[src/sv/crk_pkg.sv]
// ----------------------------------------------------------------------------
// crk_pkg
// shared types, codes and the rk4 microprogram of the chua integrator
// ----------------------------------------------------------------------------
package crk_pkg;

  localparam int DW = 48;

  typedef logic signed [DW-1:0] fx_t;

  localparam fx_t FX_MAX = {1'b0, {(DW-1){1'b1}}};
  localparam fx_t FX_MIN = {1'b1, {(DW-1){1'b0}}};
  localparam fx_t FX_ONE = 48'sh0001_0000_0000;

  // operation codes
  typedef logic [2:0] op_t;
  localparam op_t OP_ADD   = 3'd0;
  localparam op_t OP_SUB   = 3'd1;
  localparam op_t OP_ABS   = 3'd2;
  localparam op_t OP_MUL   = 3'd3;  // product >> 32
  localparam op_t OP_MULH  = 3'd4;  // product >> 33
  localparam op_t OP_MULD6 = 3'd5;  // product >> 32, then / 6

  // operand a sources
  typedef logic [1:0] asel_t;
  localparam asel_t AS_REG  = 2'd0;
  localparam asel_t AS_ZERO = 2'd1;
  localparam asel_t AS_M0   = 2'd2;

  // operand b sources
  typedef logic [2:0] bsel_t;
  localparam bsel_t BS_REG  = 3'd0;
  localparam bsel_t BS_ZERO = 3'd1;
  localparam bsel_t BS_DT   = 3'd2;
  localparam bsel_t BS_CA   = 3'd3;
  localparam bsel_t BS_CB   = 3'd4;
  localparam bsel_t BS_M1   = 3'd5;
  localparam bsel_t BS_ONE  = 3'd6;

  // write data sources
  typedef logic [1:0] wsrc_t;
  localparam wsrc_t WS_ALU  = 2'd0;
  localparam wsrc_t WS_MUL  = 2'd1;
  localparam wsrc_t WS_INIT = 2'd2;

  // multiplier modes
  typedef logic [1:0] mmode_t;
  localparam mmode_t MM_SH32 = 2'd0;
  localparam mmode_t MM_SH33 = 2'd1;
  localparam mmode_t MM_D6   = 2'd2;

  // register file map
  typedef logic [3:0] raddr_t;
  localparam raddr_t R_X  = 4'd0;
  localparam raddr_t R_Y  = 4'd1;
  localparam raddr_t R_Z  = 4'd2;
  localparam raddr_t R_TX = 4'd3;
  localparam raddr_t R_TY = 4'd4;
  localparam raddr_t R_TZ = 4'd5;
  localparam raddr_t R_SX = 4'd6;
  localparam raddr_t R_DM = 4'd9;
  localparam raddr_t R_P  = 4'd10;
  localparam raddr_t R_T  = 4'd11;
  localparam raddr_t R_G  = 4'd12;
  localparam raddr_t R_K0 = 4'd13;
  localparam raddr_t R_K1 = 4'd14;
  localparam raddr_t R_K2 = 4'd15;

  localparam logic [4:0] PC_LAST    = 5'd30;
  localparam logic [4:0] PC_ACC     = 5'd19;
  localparam logic [1:0] STAGE_LAST = 2'd3;
  localparam logic [1:0] LOAD_LAST  = 2'd2;

  typedef struct packed {
    op_t    op;
    asel_t  asel;
    bsel_t  bsel;
    raddr_t wa;
    raddr_t ra;
    raddr_t rb;
  } instr_t;

  typedef struct packed {
    instr_t     ins;
    logic       rf_we;
    wsrc_t      wsrc;
    logic [1:0] ld_idx;
    logic       cap_init;
    logic       mstart;
    logic       emit;
  } cmd_t;

  // one rk stage: derivative, accumulation of k, then the next stage input or, on the last stage, the new state
  function automatic instr_t crk_instr(input logic [4:0] pc, input logic [1:0] st);
    instr_t     i;
    logic [4:0] j;
    raddr_t     c;
    logic       first;
    logic       last;
    i.op   = OP_ADD;
    i.asel = AS_REG;
    i.bsel = BS_ZERO;
    i.wa   = R_T;
    i.ra   = R_T;
    i.rb   = R_T;
    j      = pc - PC_ACC;
    c      = {2'b00, j[3:2]};
    first  = (st == 2'd0);
    last   = (st == STAGE_LAST);
    case (pc)
      5'd0: begin
        i.op = OP_SUB; i.asel = AS_M0; i.bsel = BS_M1; i.wa = R_DM;
      end
      // copy state into stage inputs on the first stage only
      5'd1: begin i.ra = R_X; i.wa = first ? R_TX : R_T; end
      5'd2: begin i.ra = R_Y; i.wa = first ? R_TY : R_T; end
      5'd3: begin i.ra = R_Z; i.wa = first ? R_TZ : R_T; end
      5'd4: begin i.ra = R_TX; i.bsel = BS_ONE; i.wa = R_T; end
      5'd5: begin i.op = OP_ABS; i.ra = R_T; i.wa = R_T; end
      5'd6: begin i.op = OP_SUB; i.ra = R_TX; i.bsel = BS_ONE; i.wa = R_P; end
      5'd7: begin i.op = OP_ABS; i.ra = R_P; i.wa = R_P; end
      5'd8: begin i.op = OP_SUB; i.ra = R_T; i.rb = R_P; i.bsel = BS_REG; i.wa = R_P; end
      5'd9: begin i.op = OP_MUL; i.ra = R_TX; i.bsel = BS_M1; i.wa = R_G; end
      5'd10: begin i.op = OP_MUL; i.ra = R_DM; i.rb = R_P; i.bsel = BS_REG; i.wa = R_T; end
      5'd11: begin i.ra = R_G; i.rb = R_T; i.bsel = BS_REG; i.wa = R_G; end
      5'd12: begin i.op = OP_SUB; i.ra = R_TY; i.rb = R_TX; i.bsel = BS_REG; i.wa = R_T; end
      5'd13: begin i.op = OP_SUB; i.ra = R_T; i.rb = R_G; i.bsel = BS_REG; i.wa = R_T; end
      5'd14: begin i.op = OP_MUL; i.ra = R_T; i.bsel = BS_CA; i.wa = R_K0; end
      5'd15: begin i.op = OP_SUB; i.ra = R_TX; i.rb = R_TY; i.bsel = BS_REG; i.wa = R_T; end
      5'd16: begin i.ra = R_T; i.rb = R_TZ; i.bsel = BS_REG; i.wa = R_K1; end
      5'd17: begin i.op = OP_MUL; i.ra = R_TY; i.bsel = BS_CB; i.wa = R_T; end
      5'd18: begin
        i.op = OP_SUB; i.asel = AS_ZERO; i.rb = R_T; i.bsel = BS_REG; i.wa = R_K2;
      end
      default: begin
        case (j[1:0])
          2'd0: begin
            if (first) begin
              i.ra = R_K0 + c; i.wa = R_SX + c;
            end else if (last) begin
              i.ra = R_SX + c; i.rb = R_K0 + c; i.bsel = BS_REG; i.wa = R_SX + c;
            end else begin
              i.ra = R_K0 + c; i.rb = R_K0 + c; i.bsel = BS_REG; i.wa = R_T;
            end
          end
          2'd1: begin
            i.ra = R_SX + c; i.wa = R_SX + c;
            if (!first && !last) begin
              i.rb = R_T; i.bsel = BS_REG;
            end
          end
          2'd2: begin
            i.bsel = BS_DT; i.wa = R_T;
            if (last) begin
              i.op = OP_MULD6; i.ra = R_SX + c;
            end else begin
              i.op = (st == STAGE_LAST - 2'd1) ? OP_MUL : OP_MULH; i.ra = R_K0 + c;
            end
          end
          default: begin
            i.ra = R_X + c; i.rb = R_T; i.bsel = BS_REG;
            i.wa = last ? R_X + c : R_TX + c;
          end
        endcase
      end
    endcase
    return i;
  endfunction

endpackage

[src/sv/crk_ctrl.sv]
// ----------------------------------------------------------------------------
// crk_ctrl
// sequencer: walks the rk4 microprogram, counts steps, owns the handshakes
// ----------------------------------------------------------------------------
module crk_ctrl import crk_pkg::*; (
  input  logic        clk,
  input  logic        rst_n,
  input  logic        in_valid,
  output logic        in_ready,
  input  logic        in_func,
  output logic        out_valid,
  input  logic        out_ready,
  input  logic [15:0] decim,
  input  logic        mul_done,
  output cmd_t        cmd
);

  localparam logic [2:0] S_IDLE  = 3'd0;
  localparam logic [2:0] S_LOAD  = 3'd1;
  localparam logic [2:0] S_READ  = 3'd2;
  localparam logic [2:0] S_EXEC  = 3'd3;
  localparam logic [2:0] S_MWAIT = 3'd4;
  localparam logic [2:0] S_OUT   = 3'd5;

  logic [2:0]  state_r, state_nxt;
  logic [4:0]  pc_r, pc_nxt;
  logic [1:0]  st_r, st_nxt;
  logic [1:0]  ld_r, ld_nxt;
  logic [15:0] scnt_r, scnt_nxt, scnt_inc;
  logic        ov_r, ov_nxt;
  instr_t      ins;
  logic        is_mul, adv, emit;

  assign ins      = crk_instr(pc_r, st_r);
  assign is_mul   = (ins.op == OP_MUL) || (ins.op == OP_MULH) || (ins.op == OP_MULD6);
  assign scnt_inc = scnt_r + 16'd1;

  always_comb begin
    state_nxt  = state_r;
    pc_nxt     = pc_r;
    st_nxt     = st_r;
    ld_nxt     = ld_r;
    scnt_nxt   = scnt_r;
    adv        = 1'b0;
    emit       = 1'b0;
    cmd        = '0;
    cmd.ins    = ins;
    cmd.ld_idx = ld_r;

    case (state_r)
      S_IDLE: begin
        if (in_valid) begin
          if (in_func) begin
            pc_nxt    = '0;
            st_nxt    = '0;
            state_nxt = S_READ;
          end else begin
            cmd.cap_init = 1'b1;
            scnt_nxt     = '0;
            ld_nxt       = '0;
            state_nxt    = S_LOAD;
          end
        end
      end
      S_LOAD: begin
        cmd.rf_we  = 1'b1;
        cmd.wsrc   = WS_INIT;
        cmd.ins.wa = R_X + {2'b00, ld_r};
        ld_nxt     = ld_r + 2'd1;
        if (ld_r == LOAD_LAST) begin
          state_nxt = S_IDLE;
        end
      end
      S_READ: begin
        state_nxt = S_EXEC;
      end
      S_EXEC: begin
        if (is_mul) begin
          cmd.mstart = 1'b1;
          state_nxt  = S_MWAIT;
        end else begin
          cmd.rf_we = 1'b1;
          cmd.wsrc  = WS_ALU;
          adv       = 1'b1;
        end
      end
      S_MWAIT: begin
        if (mul_done) begin
          cmd.rf_we = 1'b1;
          cmd.wsrc  = WS_MUL;
          adv       = 1'b1;
        end
      end
      S_OUT: begin
        if (!ov_r || out_ready) begin
          emit      = 1'b1;
          state_nxt = S_IDLE;
        end
      end
      default: state_nxt = S_IDLE;
    endcase

    if (adv) begin
      if (pc_r == PC_LAST) begin
        pc_nxt = '0;
        if (st_r == STAGE_LAST) begin
          if (scnt_inc >= decim) begin
            scnt_nxt = '0;
            if (ov_r && !out_ready) begin
              state_nxt = S_OUT;
            end else begin
              emit      = 1'b1;
              state_nxt = S_IDLE;
            end
          end else begin
            scnt_nxt  = scnt_inc;
            state_nxt = S_IDLE;
          end
        end else begin
          st_nxt    = st_r + 2'd1;
          state_nxt = S_READ;
        end
      end else begin
        pc_nxt    = pc_r + 5'd1;
        state_nxt = S_READ;
      end
    end

    cmd.emit = emit;
    if (emit) begin
      ov_nxt = 1'b1;
    end else if (out_ready) begin
      ov_nxt = 1'b0;
    end else begin
      ov_nxt = ov_r;
    end
  end

  always_ff @(posedge clk) begin
    if (!rst_n) begin
      state_r <= S_IDLE;
      pc_r    <= '0;
      st_r    <= '0;
      ld_r    <= '0;
      scnt_r  <= '0;
      ov_r    <= 1'b0;
    end else begin
      state_r <= state_nxt;
      pc_r    <= pc_nxt;
      st_r    <= st_nxt;
      ld_r    <= ld_nxt;
      scnt_r  <= scnt_nxt;
      ov_r    <= ov_nxt;
    end
  end

  assign in_ready  = (state_r == S_IDLE);
  assign out_valid = ov_r;

endmodule

[config.mk]
export PLATFORM = sky130hd
export DESIGN_NAME = crk_ctrl
export DESIGN_NICKNAME = d
export VERILOG_FILES = /design/src/sv/crk_pkg.sv /design/src/sv/crk_ctrl.sv
export SDC_FILE = /design/constraint.sdc
export NUM_CORES = 1
export LEC_CHECK = 0
export BUFFER_PORTS_ARGS = -buffer_cell sky130_fd_sc_hd__buf_2
export CORE_UTILIZATION = 55
export CTS_CLUSTER_DIAMETER = 100
export DETAILED_ROUTE_END_ITERATION = 6
export PLACE_DENSITY = 0.76
export SLEW_MARGIN = 10
export SYNTH_ARGS = -nofsm -noshare
export SYNTH_HDL_FRONTEND = slang
export SYNTH_SLANG_ARGS = --single-unit
[constraint.sdc]
create_clock -name clk -period 3.8 [get_ports clk]
set_clock_uncertainty 0.1 [all_clocks]
set_input_delay 0.19 -clock clk [delete_from_list [all_inputs] [get_ports clk]]
set_output_delay 0.19 -clock clk [all_outputs]
set_load 0.02 [all_outputs]
==> out/qor.yml <==
logic_synthesis:
  postSynthCellCount: 451
  synthDistinctLibCells: 65
  avgSynthCellArea_um2: 7.19
  synthArstFlopShare: 0
  ys.flop_type: "dfxtp_1"
  yosysWarnings: 0
  synth-edff-count: 0
  synth_seq_cells: 29
  seq_area_frac_synth: 0.179
  syn_nets: 505
  synth_area_um2: 3240
sta:
  slew_violations: 0
  setup_violations: 0
  worst_slew_pin_slew_ns: 0.685
  fin_tns_setup_ns: 0
  fmax_mhz: 275
  period_share: 0.957
  worst_slack_ns: 0.165
  finalCriticalPeriod_ns: 3.64
  relSlewSlack: 0.543
  finalHoldViolCount: 0
  rsz0062_at_grt: "no"
place:
  gp_congestion: 0.931
  place_ws_ns: 0.328
  dp_hpwl_mm: 6.45
  io_buffers: 51
pwr:
  pwr-share-seq: 0.442
  p_sw_frac: 0.296
  power.switching_w: 0.000213
  ir_drop_v: 0.000196
  intPower_w: 0.000507
  clkPwrFrac: 0.359
  powerDensity_nw_per_um2: 195
  p_leak_nw: 1.62
  combPwrFrac: 0.200
global_routing:
  grt_pass1_vias: 3154
  grtUsageTotal: 0.286
  antenna_found_initial: 0
  overflow: 0
  grt_max_degree: 22
  grt_pass1_wl_mm: 14.2
hold_path:
  hp-start: "out_ready"
  whs_path_depth: 4
  whs_endpoint: "out_valid$_SDFFE_PN0P_"
  hold_path_class: "in2reg"
cts:
  cts.path.max_buffers: 2
  clk-insertion-delay-late_ns: 0.28
  cts.htree.levels: 2
  path_clk_slew_ns: 0.06
  clockRootBuffer: "clkbuf_8"
  holdBufCountCts: 0
  cts_tree: "built"
  postCtsSetupRepairBufs: 0
  cts-resized-gates: 0
  cts_sinks: 29
  cts_buffers: 5
drt:
  first_pass_iters: 5
  wl_mm: 8.62
  viasPerCell: 6.19
  drc: 0
  detail_route.wl_per_cell_um: 15.4
  drtAntennaViolNets: 0
  vias: 3475
  dr.first_iter.drc_count: 354
critical_path:
  setup.worst_path.start_class: "register"
  criticalPathCategory: "reg2out"
  worstReg2RegStart: "scnt_r[0]$_SDFF_PN0_"
  cp.required_ns: 3.51
  endpoint_kind: "output port"
  r2r_end: "scnt_r[14]$_SDFF_PN0_"
  cp_max_fo: 4
  rrSetupSlack_ns: 0.39
  reg2reg_depth: 13
  cp.arrival_ns: 3.35
job:
  cap_violations: 0
run_status:
  status: "finished clean"
floorplanning:
  die-height_um: 78.8
  initial_core_util: 0.579
  io_pins: 52
  die_w_um: 78.8
  core_um2: 5610
  die_area_um2: 6210
  rows: 27
final_layout:
  layout.nets: 543
  drive_gt1_frac: 0.200
  utilization: 0.658
  antenna_cells: 0
  mostFrequentLayoutCells: "buf_2 (51), nand2_1 (38), nor2_1 (38)"
  mostFrequentLayoutCell: "buf_2"
  area.growth.synth_to_final_pct: 13.8
-- power by group through the flow --
stage / clock network, W / logic, W / registers (W)
floorplan: 0 / 0.000102 / 0.000321
CTS: 0.000263 / 0.000142 / 0.000318
global route: 0.000283 / 0.000159 / 0.000320
detailed placement: 0 / 0.000142 / 0.000325
global placement: 0 / 0.000139 / 0.000325
finish: 0.000258 / 0.000144 / 0.000318
-- through the flow --
step / total power, W / instances / instance area [um^2] / hold WS [ns]
6_report: 0.000720 / 561 / 3690 / 0.112
3_3_place_gp: 0.000464 / 554 / 3520 / 0.371
5_1_grt: 0.000762 / 561 / 3690 / 0.140
4_1_cts: 0.000724 / 561 / 3610 / 0.115
2_1_floorplan: 0.000423 / 451 / 3240 / 0.293
3_5_place_dp: 0.000466 / 554 / 3520 / 0.377
-- routing by layer --
metal  global-route usage  part of all wire
met4               0.0611            0.0072
met3               0.0425             0.061
met5                    0                 0
met1                0.407              0.47
met2                0.453              0.46
-- layout make-up --
class,count,area [um^2]
Timing Repair Buffer,61,330
Inverter,35,131
Sequential cell,29,584
Fill cell,548,1920
Clock buffer,7,86.3
Multi-Input combinational cell,357,2470
Tap cell,72,90.1
-- synthesized netlist by cell type, types with 2 or more instances --
cell / instances / area share
nand3b_1: 2 / 0.0046
nor4_1: 3 / 0.0058
inv_1: 34 / 0.039
nand3_1: 17 / 0.026
nand2b_1: 10 / 0.019
a21boi_1: 2 / 0.0046
o21a_1: 5 / 0.012
a22o_1: 14 / 0.038
a31oi_1: 4 / 0.0077
a221oi_1: 4 / 0.011
dfxtp_1: 29 / 0.18
nor2b_1: 8 / 0.015
or2_2: 5 / 0.0096
xor2_1: 4 / 0.011
mux2_2: 2 / 0.0069
or3_1: 4 / 0.0077
xnor2_1: 13 / 0.035
o31ai_1: 6 / 0.014
a41oi_1: 3 / 0.0081
o21ai_0: 22 / 0.034
mux2i_1: 5 / 0.015
nand2_1: 38 / 0.044
and2_1: 4 / 0.0077
nor3_1: 11 / 0.017
a22oi_1: 2 / 0.0046
o22ai_1: 8 / 0.015
nor2_1: 41 / 0.047
a211oi_1: 5 / 0.012
buf_2: 5 / 0.0077
a21o_1: 7 / 0.016
o211ai_1: 2 / 0.0046
a211o_1: 2 / 0.0054
buf_1: 3 / 0.0035
clkbuf_1: 17 / 0.020
buf_4: 4 / 0.0093
a2111oi_0: 2 / 0.0054
ha_1: 32 / 0.12
a221o_1: 2 / 0.0062
a21oi_1: 33 / 0.051
and3_1: 5 / 0.0096
o21bai_1: 3 / 0.0069
nand4_1: 3 / 0.0058
a21boi_0: 4 / 0.0093
-- cell families after synthesis --
| group | Yosys count | synth area share |
|---|---|---|
| AO/OA/AOI/OAI | 141 | 0.298 |
| flip-flops | 29 | 0.179 |
| multiplexers | 8 | 0.0270 |
| AND/OR/NAND/NOR | 159 | 0.243 |
| buffers and inverters | 65 | 0.0841 |
| XOR/XNOR | 17 | 0.0459 |
| adder cells (fa/ha/maj) | 32 | 0.123 |
-- worst max path at each step --
stage	startpoint	slack (ns)	end	cells after the start
after global placement	scnt_r[2]$_SDFF_PN0_	0.44	scnt_r[14]$_SDFF_PN0_	15
after floorplan	scnt_r[0]$_SDFF_PN0_	0.66	scnt_r[6]$_SDFF_PN0_	14
after CTS	scnt_r[2]$_SDFF_PN0_	0.02	cmd[0]	15
final	scnt_r[0]$_SDFF_PN0_	0.16	cmd[0]	13
after global routing	scnt_r[4]$_SDFF_PN0_	0.009	cmd[0]	15
after detailed placement	scnt_r[2]$_SDFF_PN0_	0.33	scnt_r[9]$_SDFF_PN0_	15
-- flip-flops by register name, summed over array words and instances, names as in the netlist --
signal	flops
scnt_r	16
pc_r	5
state_r	3
ld_r	2
st_r	2
out_valid	1
-- critical path, cell delays in order (launching register included) --
cell and delay, ns:
dfxtp_2 0.38, ha_2 0.21, nand2_1 0.06, or3_4 0.37, nor4_2 0.20, xor2_1 0.23, ha_1 0.27, and4_1 0.24
a221o_1 0.40, a31oi_4 0.20, a211oi_2 0.08, a31oi_1 0.20, nor2_1 0.07, buf_2 0.16
Power figures use the tool's default switching activity.
