`src/sv/crk_pkg.sv`:
```
// ----------------------------------------------------------------------------
// crk_pkg
// shared types, codes and the rk4 microprogram of the chua integrator
// ----------------------------------------------------------------------------
package crk_pkg;

  localparam int DW = 48;

  typedef logic signed [DW-1:0] fx_t;

  localparam fx_t FX_MAX = {1'b0, {(DW-1){1'b1}}};
  localparam fx_t FX_MIN = {1'b1, {(DW-1){1'b0}}};
  localparam fx_t FX_ONE = 48'sh0001_0000_0000;

  // operation codes
  typedef logic [2:0] op_t;
  localparam op_t OP_ADD   = 3'd0;
  localparam op_t OP_SUB   = 3'd1;
  localparam op_t OP_ABS   = 3'd2;
  localparam op_t OP_MUL   = 3'd3;  // product >> 32
  localparam op_t OP_MULH  = 3'd4;  // product >> 33
  localparam op_t OP_MULD6 = 3'd5;  // product >> 32, then / 6

  // operand a sources
  typedef logic [1:0] asel_t;
  localparam asel_t AS_REG  = 2'd0;
  localparam asel_t AS_ZERO = 2'd1;
  localparam asel_t AS_M0   = 2'd2;

  // operand b sources
  typedef logic [2:0] bsel_t;
  localparam bsel_t BS_REG  = 3'd0;
  localparam bsel_t BS_ZERO = 3'd1;
  localparam bsel_t BS_DT   = 3'd2;
  localparam bsel_t BS_CA   = 3'd3;
  localparam bsel_t BS_CB   = 3'd4;
  localparam bsel_t BS_M1   = 3'd5;
  localparam bsel_t BS_ONE  = 3'd6;

  // write data sources
  typedef logic [1:0] wsrc_t;
  localparam wsrc_t WS_ALU  = 2'd0;
  localparam wsrc_t WS_MUL  = 2'd1;
  localparam wsrc_t WS_INIT = 2'd2;

  // multiplier modes
  typedef logic [1:0] mmode_t;
  localparam mmode_t MM_SH32 = 2'd0;
  localparam mmode_t MM_SH33 = 2'd1;
  localparam mmode_t MM_D6   = 2'd2;

  // register file map
  typedef logic [3:0] raddr_t;
  localparam raddr_t R_X  = 4'd0;
  localparam raddr_t R_Y  = 4'd1;
  localparam raddr_t R_Z  = 4'd2;
  localparam raddr_t R_TX = 4'd3;
  localparam raddr_t R_TY = 4'd4;
  localparam raddr_t R_TZ = 4'd5;
  localparam raddr_t R_SX = 4'd6;
  localparam raddr_t R_DM = 4'd9;
  localparam raddr_t R_P  = 4'd10;
  localparam raddr_t R_T  = 4'd11;
  localparam raddr_t R_G  = 4'd12;
  localparam raddr_t R_K0 = 4'd13;
  localparam raddr_t R_K1 = 4'd14;
  localparam raddr_t R_K2 = 4'd15;

  localparam logic [4:0] PC_LAST    = 5'd30;
  localparam logic [4:0] PC_ACC     = 5'd19;
  localparam logic [1:0] STAGE_LAST = 2'd3;
  localparam logic [1:0] LOAD_LAST  = 2'd2;

  typedef struct packed {
    op_t    op;
    asel_t  asel;
    bsel_t  bsel;
    raddr_t wa;
    raddr_t ra;
    raddr_t rb;
  } instr_t;

  typedef struct packed {
    instr_t     ins;
    logic       rf_we;
    wsrc_t      wsrc;
    logic [1:0] ld_idx;
    logic       cap_init;
    logic       mstart;
    logic       emit;
  } cmd_t;

  // one rk stage: derivative, accumulation of k, then the next stage input or, on the last stage, the new state
  function automatic instr_t crk_instr(input logic [4:0] pc, input logic [1:0] st);
    instr_t     i;
    logic [4:0] j;
    raddr_t     c;
    logic       first;
    logic       last;
    i.op   = OP_ADD;
    i.asel = AS_REG;
    i.bsel = BS_ZERO;
    i.wa   = R_T;
    i.ra   = R_T;
    i.rb   = R_T;
    j      = pc - PC_ACC;
    c      = {2'b00, j[3:2]};
    first  = (st == 2'd0);
    last   = (st == STAGE_LAST);
    case (pc)
      5'd0: begin
        i.op = OP_SUB; i.asel = AS_M0; i.bsel = BS_M1; i.wa = R_DM;
      end
      // copy state into stage inputs on the first stage only
      5'd1: begin i.ra = R_X; i.wa = first ? R_TX : R_T; end
      5'd2: begin i.ra = R_Y; i.wa = first ? R_TY : R_T; end
      5'd3: begin i.ra = R_Z; i.wa = first ? R_TZ : R_T; end
      5'd4: begin i.ra = R_TX; i.bsel = BS_ONE; i.wa = R_T; end
      5'd5: begin i.op = OP_ABS; i.ra = R_T; i.wa = R_T; end
      5'd6: begin i.op = OP_SUB; i.ra = R_TX; i.bsel = BS_ONE; i.wa = R_P; end
      5'd7: begin i.op = OP_ABS; i.ra = R_P; i.wa = R_P; end
      5'd8: begin i.op = OP_SUB; i.ra = R_T; i.rb = R_P; i.bsel = BS_REG; i.wa = R_P; end
      5'd9: begin i.op = OP_MUL; i.ra = R_TX; i.bsel = BS_M1; i.wa = R_G; end
      5'd10: begin i.op = OP_MUL; i.ra = R_DM; i.rb = R_P; i.bsel = BS_REG; i.wa = R_T; end
      5'd11: begin i.ra = R_G; i.rb = R_T; i.bsel = BS_REG; i.wa = R_G; end
      5'd12: begin i.op = OP_SUB; i.ra = R_TY; i.rb = R_TX; i.bsel = BS_REG; i.wa = R_T; end
      5'd13: begin i.op = OP_SUB; i.ra = R_T; i.rb = R_G; i.bsel = BS_REG; i.wa = R_T; end
      5'd14: begin i.op = OP_MUL; i.ra = R_T; i.bsel = BS_CA; i.wa = R_K0; end
      5'd15: begin i.op = OP_SUB; i.ra = R_TX; i.rb = R_TY; i.bsel = BS_REG; i.wa = R_T; end
      5'd16: begin i.ra = R_T; i.rb = R_TZ; i.bsel = BS_REG; i.wa = R_K1; end
      5'd17: begin i.op = OP_MUL; i.ra = R_TY; i.bsel = BS_CB; i.wa = R_T; end
      5'd18: begin
        i.op = OP_SUB; i.asel = AS_ZERO; i.rb = R_T; i.bsel = BS_REG; i.wa = R_K2;
      end
      default: begin
        case (j[1:0])
          2'd0: begin
            if (first) begin
              i.ra = R_K0 + c; i.wa = R_SX + c;
            end else if (last) begin
              i.ra = R_SX + c; i.rb = R_K0 + c; i.bsel = BS_REG; i.wa = R_SX + c;
            end else begin
              i.ra = R_K0 + c; i.rb = R_K0 + c; i.bsel = BS_REG; i.wa = R_T;
            end
          end
          2'd1: begin
            i.ra = R_SX + c; i.wa = R_SX + c;
            if (!first && !last) begin
              i.rb = R_T; i.bsel = BS_REG;
            end
          end
          2'd2: begin
            i.bsel = BS_DT; i.wa = R_T;
            if (last) begin
              i.op = OP_MULD6; i.ra = R_SX + c;
            end else begin
              i.op = (st == STAGE_LAST - 2'd1) ? OP_MUL : OP_MULH; i.ra = R_K0 + c;
            end
          end
          default: begin
            i.ra = R_X + c; i.rb = R_T; i.bsel = BS_REG;
            i.wa = last ? R_X + c : R_TX + c;
          end
        endcase
      end
    endcase
    return i;
  endfunction

endpackage

```
`src/sv/crk_mul.sv`:
```
// ----------------------------------------------------------------------------
// crk_mul
// multi-cycle 48x48 fixed-point multiplier with shift, saturation and a
// radix-256 divide by three for the final rk4 sum
// ----------------------------------------------------------------------------
module crk_mul import crk_pkg::*; (
  input  logic   clk,
  input  logic   rst_n,
  input  logic   start,
  input  mmode_t mode,
  input  fx_t    a,
  input  fx_t    b,
  output fx_t    res,
  output logic   done
);

  localparam logic [1:0] M_IDLE = 2'd0;
  localparam logic [1:0] M_ACC  = 2'd1;
  localparam logic [1:0] M_POST = 2'd2;
  localparam logic [1:0] M_DIV  = 2'd3;

  localparam logic [2:0]  ACC_LAST   = 3'd2;
  localparam logic [2:0]  DIV_LAST   = 3'd5;
  localparam logic [47:0] DIV_BIAS   = 48'hC000_0000_0000;
  localparam logic [47:0] DIV_OFFSET = 48'h4000_0000_0000;

  logic [1:0]          mst_r, mst_nxt;
  logic [2:0]          cnt_r, cnt_nxt;
  mmode_t              mode_r, mode_nxt;
  fx_t                 a_r, a_nxt, b_r, b_nxt, res_r, res_nxt;
  logic signed [95:0]  acc_r, acc_nxt;
  logic [47:0]         div_r, div_nxt;
  logic [1:0]          rem_r, rem_nxt;
  logic                done_r, done_nxt;

  logic signed [16:0]  dig;
  logic signed [64:0]  pp;
  logic signed [95:0]  ppx, shv;
  logic [47:0]         uval;
  logic [2:0]          r3;
  logic [1:0]          rr;
  logic [47:0]         q;

  always_comb begin
    mst_nxt  = mst_r;
    cnt_nxt  = cnt_r;
    mode_nxt = mode_r;
    a_nxt    = a_r;
    b_nxt    = b_r;
    acc_nxt  = acc_r;
    div_nxt  = div_r;
    rem_nxt  = rem_r;
    res_nxt  = res_r;
    done_nxt = 1'b0;

    case (cnt_r)
      3'd0:    dig = {1'b0, b_r[15:0]};
      3'd1:    dig = {1'b0, b_r[31:16]};
      default: dig = {b_r[47], b_r[47:32]};
    endcase
    pp  = a_r * dig;
    ppx = {{31{pp[64]}}, pp};
    case (cnt_r)
      3'd0:    ppx = ppx;
      3'd1:    ppx = ppx <<< 16;
      default: ppx = ppx <<< 32;
    endcase

    shv  = (mode_r == MM_SH33) ? (acc_r >>> 33) : (acc_r >>> 32);
    uval = {shv[47], shv[47:1]};

    // eight restoring steps of the divide by three
    rr = rem_r;
    q  = div_r;
    for (int k = 0; k < 8; k++) begin
      r3 = {rr, q[47]};
      q  = {q[46:0], 1'b0};
      if (r3 >= 3'd3) begin
        r3   = r3 - 3'd3;
        q[0] = 1'b1;
      end
      rr = r3[1:0];
    end

    case (mst_r)
      M_IDLE: begin
        if (start) begin
          a_nxt    = a;
          b_nxt    = b;
          mode_nxt = mode;
          acc_nxt  = '0;
          cnt_nxt  = '0;
          mst_nxt  = M_ACC;
        end
      end
      M_ACC: begin
        acc_nxt = acc_r + ppx;
        cnt_nxt = cnt_r + 3'd1;
        if (cnt_r == ACC_LAST) begin
          mst_nxt = M_POST;
        end
      end
      M_POST: begin
        if (mode_r == MM_D6) begin
          // bias keeps the dividend positive so the quotient floors
          div_nxt = uval + DIV_BIAS;
          rem_nxt = '0;
          cnt_nxt = '0;
          mst_nxt = M_DIV;
        end else begin
          if (shv[95:47] == {49{shv[47]}}) begin
            res_nxt = shv[47:0];
          end else begin
            res_nxt = acc_r[95] ? FX_MIN : FX_MAX;
          end
          done_nxt = 1'b1;
          mst_nxt  = M_IDLE;
        end
      end
      default: begin
        div_nxt = q;
        rem_nxt = rr;
        cnt_nxt = cnt_r + 3'd1;
        if (cnt_r == DIV_LAST) begin
          res_nxt  = q - DIV_OFFSET;
          done_nxt = 1'b1;
          mst_nxt  = M_IDLE;
        end
      end
    endcase
  end

  always_ff @(posedge clk) begin
    if (!rst_n) begin
      mst_r  <= M_IDLE;
      cnt_r  <= '0;
      done_r <= 1'b0;
    end else begin
      mst_r  <= mst_nxt;
      cnt_r  <= cnt_nxt;
      done_r <= done_nxt;
    end
  end

  always_ff @(posedge clk) begin
    mode_r <= mode_nxt;
    a_r    <= a_nxt;
    b_r    <= b_nxt;
    acc_r  <= acc_nxt;
    div_r  <= div_nxt;
    rem_r  <= rem_nxt;
    res_r  <= res_nxt;
  end

  assign res  = res_r;
  assign done = done_r;

endmodule

```
`src/sv/crk_dp.sv`:
```
// ----------------------------------------------------------------------------
// crk_dp
// datapath: register file, state registers, saturating alu, multiplier
// ----------------------------------------------------------------------------
module crk_dp import crk_pkg::*; (
  input  logic        clk,
  input  logic        rst_n,
  input  cmd_t        cmd,
  input  fx_t         coef_a,
  input  fx_t         coef_b,
  input  fx_t         slope_inner,
  input  fx_t         slope_outer,
  input  logic [31:0] step_size,
  input  fx_t         init_x,
  input  fx_t         init_y,
  input  fx_t         init_z,
  output fx_t         out_x,
  output fx_t         out_y,
  output fx_t         out_z,
  output logic        mul_done
);

  function automatic fx_t sat_add(input fx_t a, input fx_t b);
    logic [DW:0] s;
    s = {a[DW-1], a} + {b[DW-1], b};
    if (s[DW] != s[DW-1]) return s[DW] ? FX_MIN : FX_MAX;
    return s[DW-1:0];
  endfunction

  function automatic fx_t sat_sub(input fx_t a, input fx_t b);
    logic [DW:0] s;
    s = {a[DW-1], a} - {b[DW-1], b};
    if (s[DW] != s[DW-1]) return s[DW] ? FX_MIN : FX_MAX;
    return s[DW-1:0];
  endfunction

  fx_t rf_mem [16];
  fx_t rd_a_r, rd_b_r;
  fx_t sx_r, sy_r, sz_r, sx_nxt, sy_nxt, sz_nxt;
  fx_t ix_r, iy_r, iz_r;
  fx_t ox_r, oy_r, oz_r;
  fx_t a_op, b_op, alu_res, mul_res, wdata, sel_a;
  mmode_t mmode;

  // state lives in flops so that it reads as zero after reset
  always_comb begin
    case (cmd.ins.ra)
      R_X:     sel_a = sx_r;
      R_Y:     sel_a = sy_r;
      R_Z:     sel_a = sz_r;
      default: sel_a = rf_mem[cmd.ins.ra];
    endcase
  end

  always_ff @(posedge clk) begin
    if (cmd.rf_we) begin
      rf_mem[cmd.ins.wa] <= wdata;
    end
    rd_a_r <= sel_a;
    rd_b_r <= rf_mem[cmd.ins.rb];
  end

  always_comb begin
    case (cmd.ins.asel)
      AS_ZERO: a_op = '0;
      AS_M0:   a_op = slope_inner;
      default: a_op = rd_a_r;
    endcase
    case (cmd.ins.bsel)
      BS_ZERO: b_op = '0;
      BS_DT:   b_op = {16'd0, step_size};
      BS_CA:   b_op = coef_a;
      BS_CB:   b_op = coef_b;
      BS_M1:   b_op = slope_outer;
      BS_ONE:  b_op = FX_ONE;
      default: b_op = rd_b_r;
    endcase
    case (cmd.ins.op)
      OP_SUB:  alu_res = sat_sub(a_op, b_op);
      OP_ABS:  alu_res = a_op[DW-1] ? sat_sub('0, a_op) : a_op;
      default: alu_res = sat_add(a_op, b_op);
    endcase
    case (cmd.ins.op)
      OP_MULH:  mmode = MM_SH33;
      OP_MULD6: mmode = MM_D6;
      default:  mmode = MM_SH32;
    endcase
    case (cmd.wsrc)
      WS_MUL: wdata = mul_res;
      WS_INIT: begin
        case (cmd.ld_idx)
          2'd0:    wdata = ix_r;
          2'd1:    wdata = iy_r;
          default: wdata = iz_r;
        endcase
      end
      default: wdata = alu_res;
    endcase
  end

  // state with the write of this cycle applied, for the output capture
  always_comb begin
    sx_nxt = sx_r;
    sy_nxt = sy_r;
    sz_nxt = sz_r;
    if (cmd.rf_we) begin
      case (cmd.ins.wa)
        R_X:     sx_nxt = wdata;
        R_Y:     sy_nxt = wdata;
        R_Z:     sz_nxt = wdata;
        default: sx_nxt = sx_r;
      endcase
    end
  end

  always_ff @(posedge clk) begin
    if (!rst_n) begin
      sx_r <= '0;
      sy_r <= '0;
      sz_r <= '0;
    end else begin
      sx_r <= sx_nxt;
      sy_r <= sy_nxt;
      sz_r <= sz_nxt;
    end
  end

  always_ff @(posedge clk) begin
    if (cmd.cap_init) begin
      ix_r <= init_x;
      iy_r <= init_y;
      iz_r <= init_z;
    end
    if (cmd.emit) begin
      ox_r <= sx_nxt;
      oy_r <= sy_nxt;
      oz_r <= sz_nxt;
    end
  end

  crk_mul u_mul (
    .clk   (clk),
    .rst_n (rst_n),
    .start (cmd.mstart),
    .mode  (mmode),
    .a     (a_op),
    .b     (b_op),
    .res   (mul_res),
    .done  (mul_done)
  );

  assign out_x = ox_r;
  assign out_y = oy_r;
  assign out_z = oz_r;

endmodule

```
`config.mk`:
```
export PLATFORM = sky130hd
export DESIGN_NAME = crk_dp
export DESIGN_NICKNAME = d
export VERILOG_FILES = /design/src/sv/crk_pkg.sv /design/src/sv/crk_mul.sv /design/src/sv/crk_dp.sv
export SDC_FILE = /design/constraint.sdc
export NUM_CORES = 2
export LEC_CHECK = 0
export BUFFER_PORTS_ARGS = -buffer_cell sky130_fd_sc_hd__buf_2
export CORE_MARGIN = 3
export CORE_UTILIZATION = 50
export DETAILED_ROUTE_END_ITERATION = 10
export PLACE_DENSITY = 0.72
export SLEW_MARGIN = 20
export SYNTH_ARGS = -nofsm -noshare
export SYNTH_HDL_FRONTEND = slang
export SYNTH_SLANG_ARGS = --single-unit
```
`constraint.sdc`:
```
create_clock -name clk -period 21.6 [get_ports clk]
set_input_delay 1.08 -clock clk [delete_from_list [all_inputs] [get_ports clk]]
set_output_delay 1.08 -clock clk [all_outputs]
set_load 0.03 [all_outputs]
```
==> impl_results.md <==
* Yosys warning count at 0
* First-pass GRT wire length at 586000 um
* Worst Setup Start Kind: register
* Clock sinks at 1594
* Slew Viols, Final at 0
* Post-Syn Area at 0.111 mm^2
* Area Overhead vs Synth at 10.4%
* Cell Area, Placed at 0.117 mm^2
* Congestion Overflow GR at 0
* Post-route setup slack at 7.98 ns
* Final GP Congestion at 1.05
* Syn Area/Cell at 10.9 um^2
* Post-synth top area share at 0.364
* Synth async-reset ratio at 0
* Global Route Usage Sum at 0.349
* CP dominant cell by count: fa_1
* Via Count at 86400
* Post-DP HPWL at 290000 um
* Outcome: completed
* CTS tree: built
* Synthesized flop and latch total at 1594
* Worst Path Max Fanout at 48
* Crit-path slowest cell: o41ai_1
* Hold_buf cts at 0
* # setup viols final at 0
* Max stage delay on crit path at 0.86 ns
* Residual DRC count at 0
* Setup TNS at 0 ns
* Clk_skew at 0.0819 ns
* Area of the multi-input gates at 0.0598 mm^2
* # IOs at 543
* Die area at 0.228 mm^2
* Final min period at 13.62 ns
* Initial DRC count at 11600
* Setup bufs post-CTS at 0
* Initial Util at 0.504
* Crit path DAT at 14.17 ns
* Distinct cells, synth at 109
* Largest net degree at the start of global routing at 96
* Worst skew pair latency at 0.86 ns
* WL final at 403000 um
* Die H at 477 um
* Root Driver: clkbuf_16
* Total number of H-tree levels at 4
* RSZ-0062 raised after global routing: false
* Seq/Total Area, Yosys at 0.408
* Die X at 477 um
* Filler cells at 18500
* DR pass1 iterations at 7
* Hold Crit Class: input port to register
* Drt wl/cell at 29.7 um
* Max Root-Sink Buffers at 3
* FF+latch area at 0.0454 mm^2
* Vias in the first global route at 86700
* Total CTS buffers at 163
* Max-slew headroom at 0.193
* Crit path buf inv count at 6
* Critical path class: register to register
* Fin crit share at 0.630
* Port Buf Inserts at 542
* Post-route cell area at 0.123 mm^2
* Final Core Density at 0.557
* Ys flop type: edfxtp_1
* Top cells by area, synth: edfxtp_1 36%, fa_1 14%, mux4_2 6.8%
* Number of nets in the layout at 12000
* Fraction of layout cells with a size suffix above 1 at 0.153
* Syn nets at 11700
* PostCTS Resize Cnt at 0
* Worst-Margin Slew at 1.20 ns
* Syn Inst Count at 10200
* Initial antenna violation count at 41
* CP Capture Type: register
* Fmax at 0.0734 GHz
* Post-synth EDFFs at 1348
* Worst Path Required at 22.15 ns
* Clk slew on worst S/H paths at 0.06 ns
* Core region area at 0.220 mm^2
* Dpl ws at 8.27 ns
* Leading area contributor after synthesis: edfxtp_1
* Max-Cap Viols at 0
* Worst path top cell family by delay: adder cells
* # rows at 172
* Post-route ant nets at 0
* Final-report hold violation count at 0
* Vias per cell at 6.36
cell type report:
cell class	count	area share
clock buffer	211	0.0364
antenna	23	0.000469
sequential	1594	0.370
inverter	1050	0.0322
timing repair buffer	727	0.0339
multi-input combinational	6931	0.487
tap	2958	0.0302
clock inverter	95	0.00959
final timing paths:
kind	start	endpoint	slack [ns]	depth (start not counted)
setup reg to reg	u_mul.cnt_r[0]	u_mul.acc_r[94]	7.98	42
hold / removal	init_x[28]	ix_r[28]	0.39	1
setup / recovery	u_mul.cnt_r[0]	u_mul.acc_r[94]	7.98	42
hold reg to reg	sy_r[34]	sy_r[34]	0.49	2
sequential cells by signal (all words and copies together) (netlist names):
name / cells
sx_r: 48
u_mul.rem_r: 2
rf_mem: 768
out_z: 48
u_mul.div_r: 48
rd_b_r: 48
iz_r: 48
u_mul.mode_r: 2
u_mul.cnt_r: 3
u_mul.mst_r: 2
u_mul.acc_r: 96
iy_r: 48
u_mul.a_r: 48
sz_r: 48
u_mul.done: 1
u_mul.res: 48
rd_a_r: 48
out_y: 48
out_x: 48
sy_r: 48
ix_r: 48
u_mul.b_r: 48
layout by cell type (no fill, tap or decap), types with 32 or more instances in the layout:
cell type  count
a211oi_1      54
a21o_1       105
a21oi_1      516
a221oi_1      65
a222oi_1      48
a31oi_1       99
and2_1       350
buf_2        535
buf_4        183
clkbuf_16    165
clkinv_2      33
dfxtp_1      246
edfxtp_1    1348
fa_1         764
ha_1         357
inv_1       1041
mux2_2       121
mux2i_1      150
mux4_2       336
nand2_1     1305
nand2b_1      96
nand3_1       89
nand4_1       54
nor2_1       538
nor2b_1      143
nor3_1        79
o211ai_1      36
o21a_1        71
o21ai_0      504
o21ai_1       32
o21bai_1      72
o221ai_1      44
o22ai_1       70
o31ai_1       64
or3_1         46
xnor2_1      173
xor2_1        68
synthesized netlist by cell type, types with 55 or more instances:
library cell  instances
o21bai_1             72
o31ai_1              65
mux2_2              121
nor2b_1             146
inv_1              1044
nand2b_1             99
o22ai_1              70
ha_1                360
xnor2_1             173
dfxtp_1             246
mux2i_1             151
o21a_1               72
nor2_1              555
a21oi_1             519
nand3_1              89
xor2_1               68
and2_1              351
buf_1                70
a21o_1              105
mux4_2              336
nor3_1               88
a31oi_1             101
fa_1                764
a211oi_1             55
a221oi_1             69
edfxtp_1           1348
clkbuf_1            505
nand2_1            1308
o21ai_0             506
metrics by stage:
stage	std cells	hold slack (ns)
floorplan	10200	0.455
global placement	13300	0.464
detailed placement	13300	0.477
CTS	13600	0.346
global route	13600	0.372
finish	13600	0.392
layer usage:
metal | up-vias | routed length, um | GRT usage
met5 | - | 172 | 0
met4 | 30 | 33000 | 0.236
met3 | 1254 | 45700 | 0.0906
met2 | 5683 | 182000 | 0.535
met1 | 42900 | 143000 | 0.435
li1 | 36500 | - | -
logic make-up (layout without fill, tap and decap cells):
logic type	count (synthesis)	after routing	synth area share
AOI/OAI and AO/OA	2068	2068	0.122
xor gates and xnor gates	241	241	0.0190
and+or+nand+nor	2877	2877	0.119
DFF	1594	1594	0.408
other	0	23	0
muxes	621	621	0.0957
buffers and inverters	1661	2083	0.0572
adders and majority gates	1124	1124	0.178
Power is left out: the tool's default activity adds up to more than one toggle a clock period on the data nets, which glitch-free logic cannot reach.
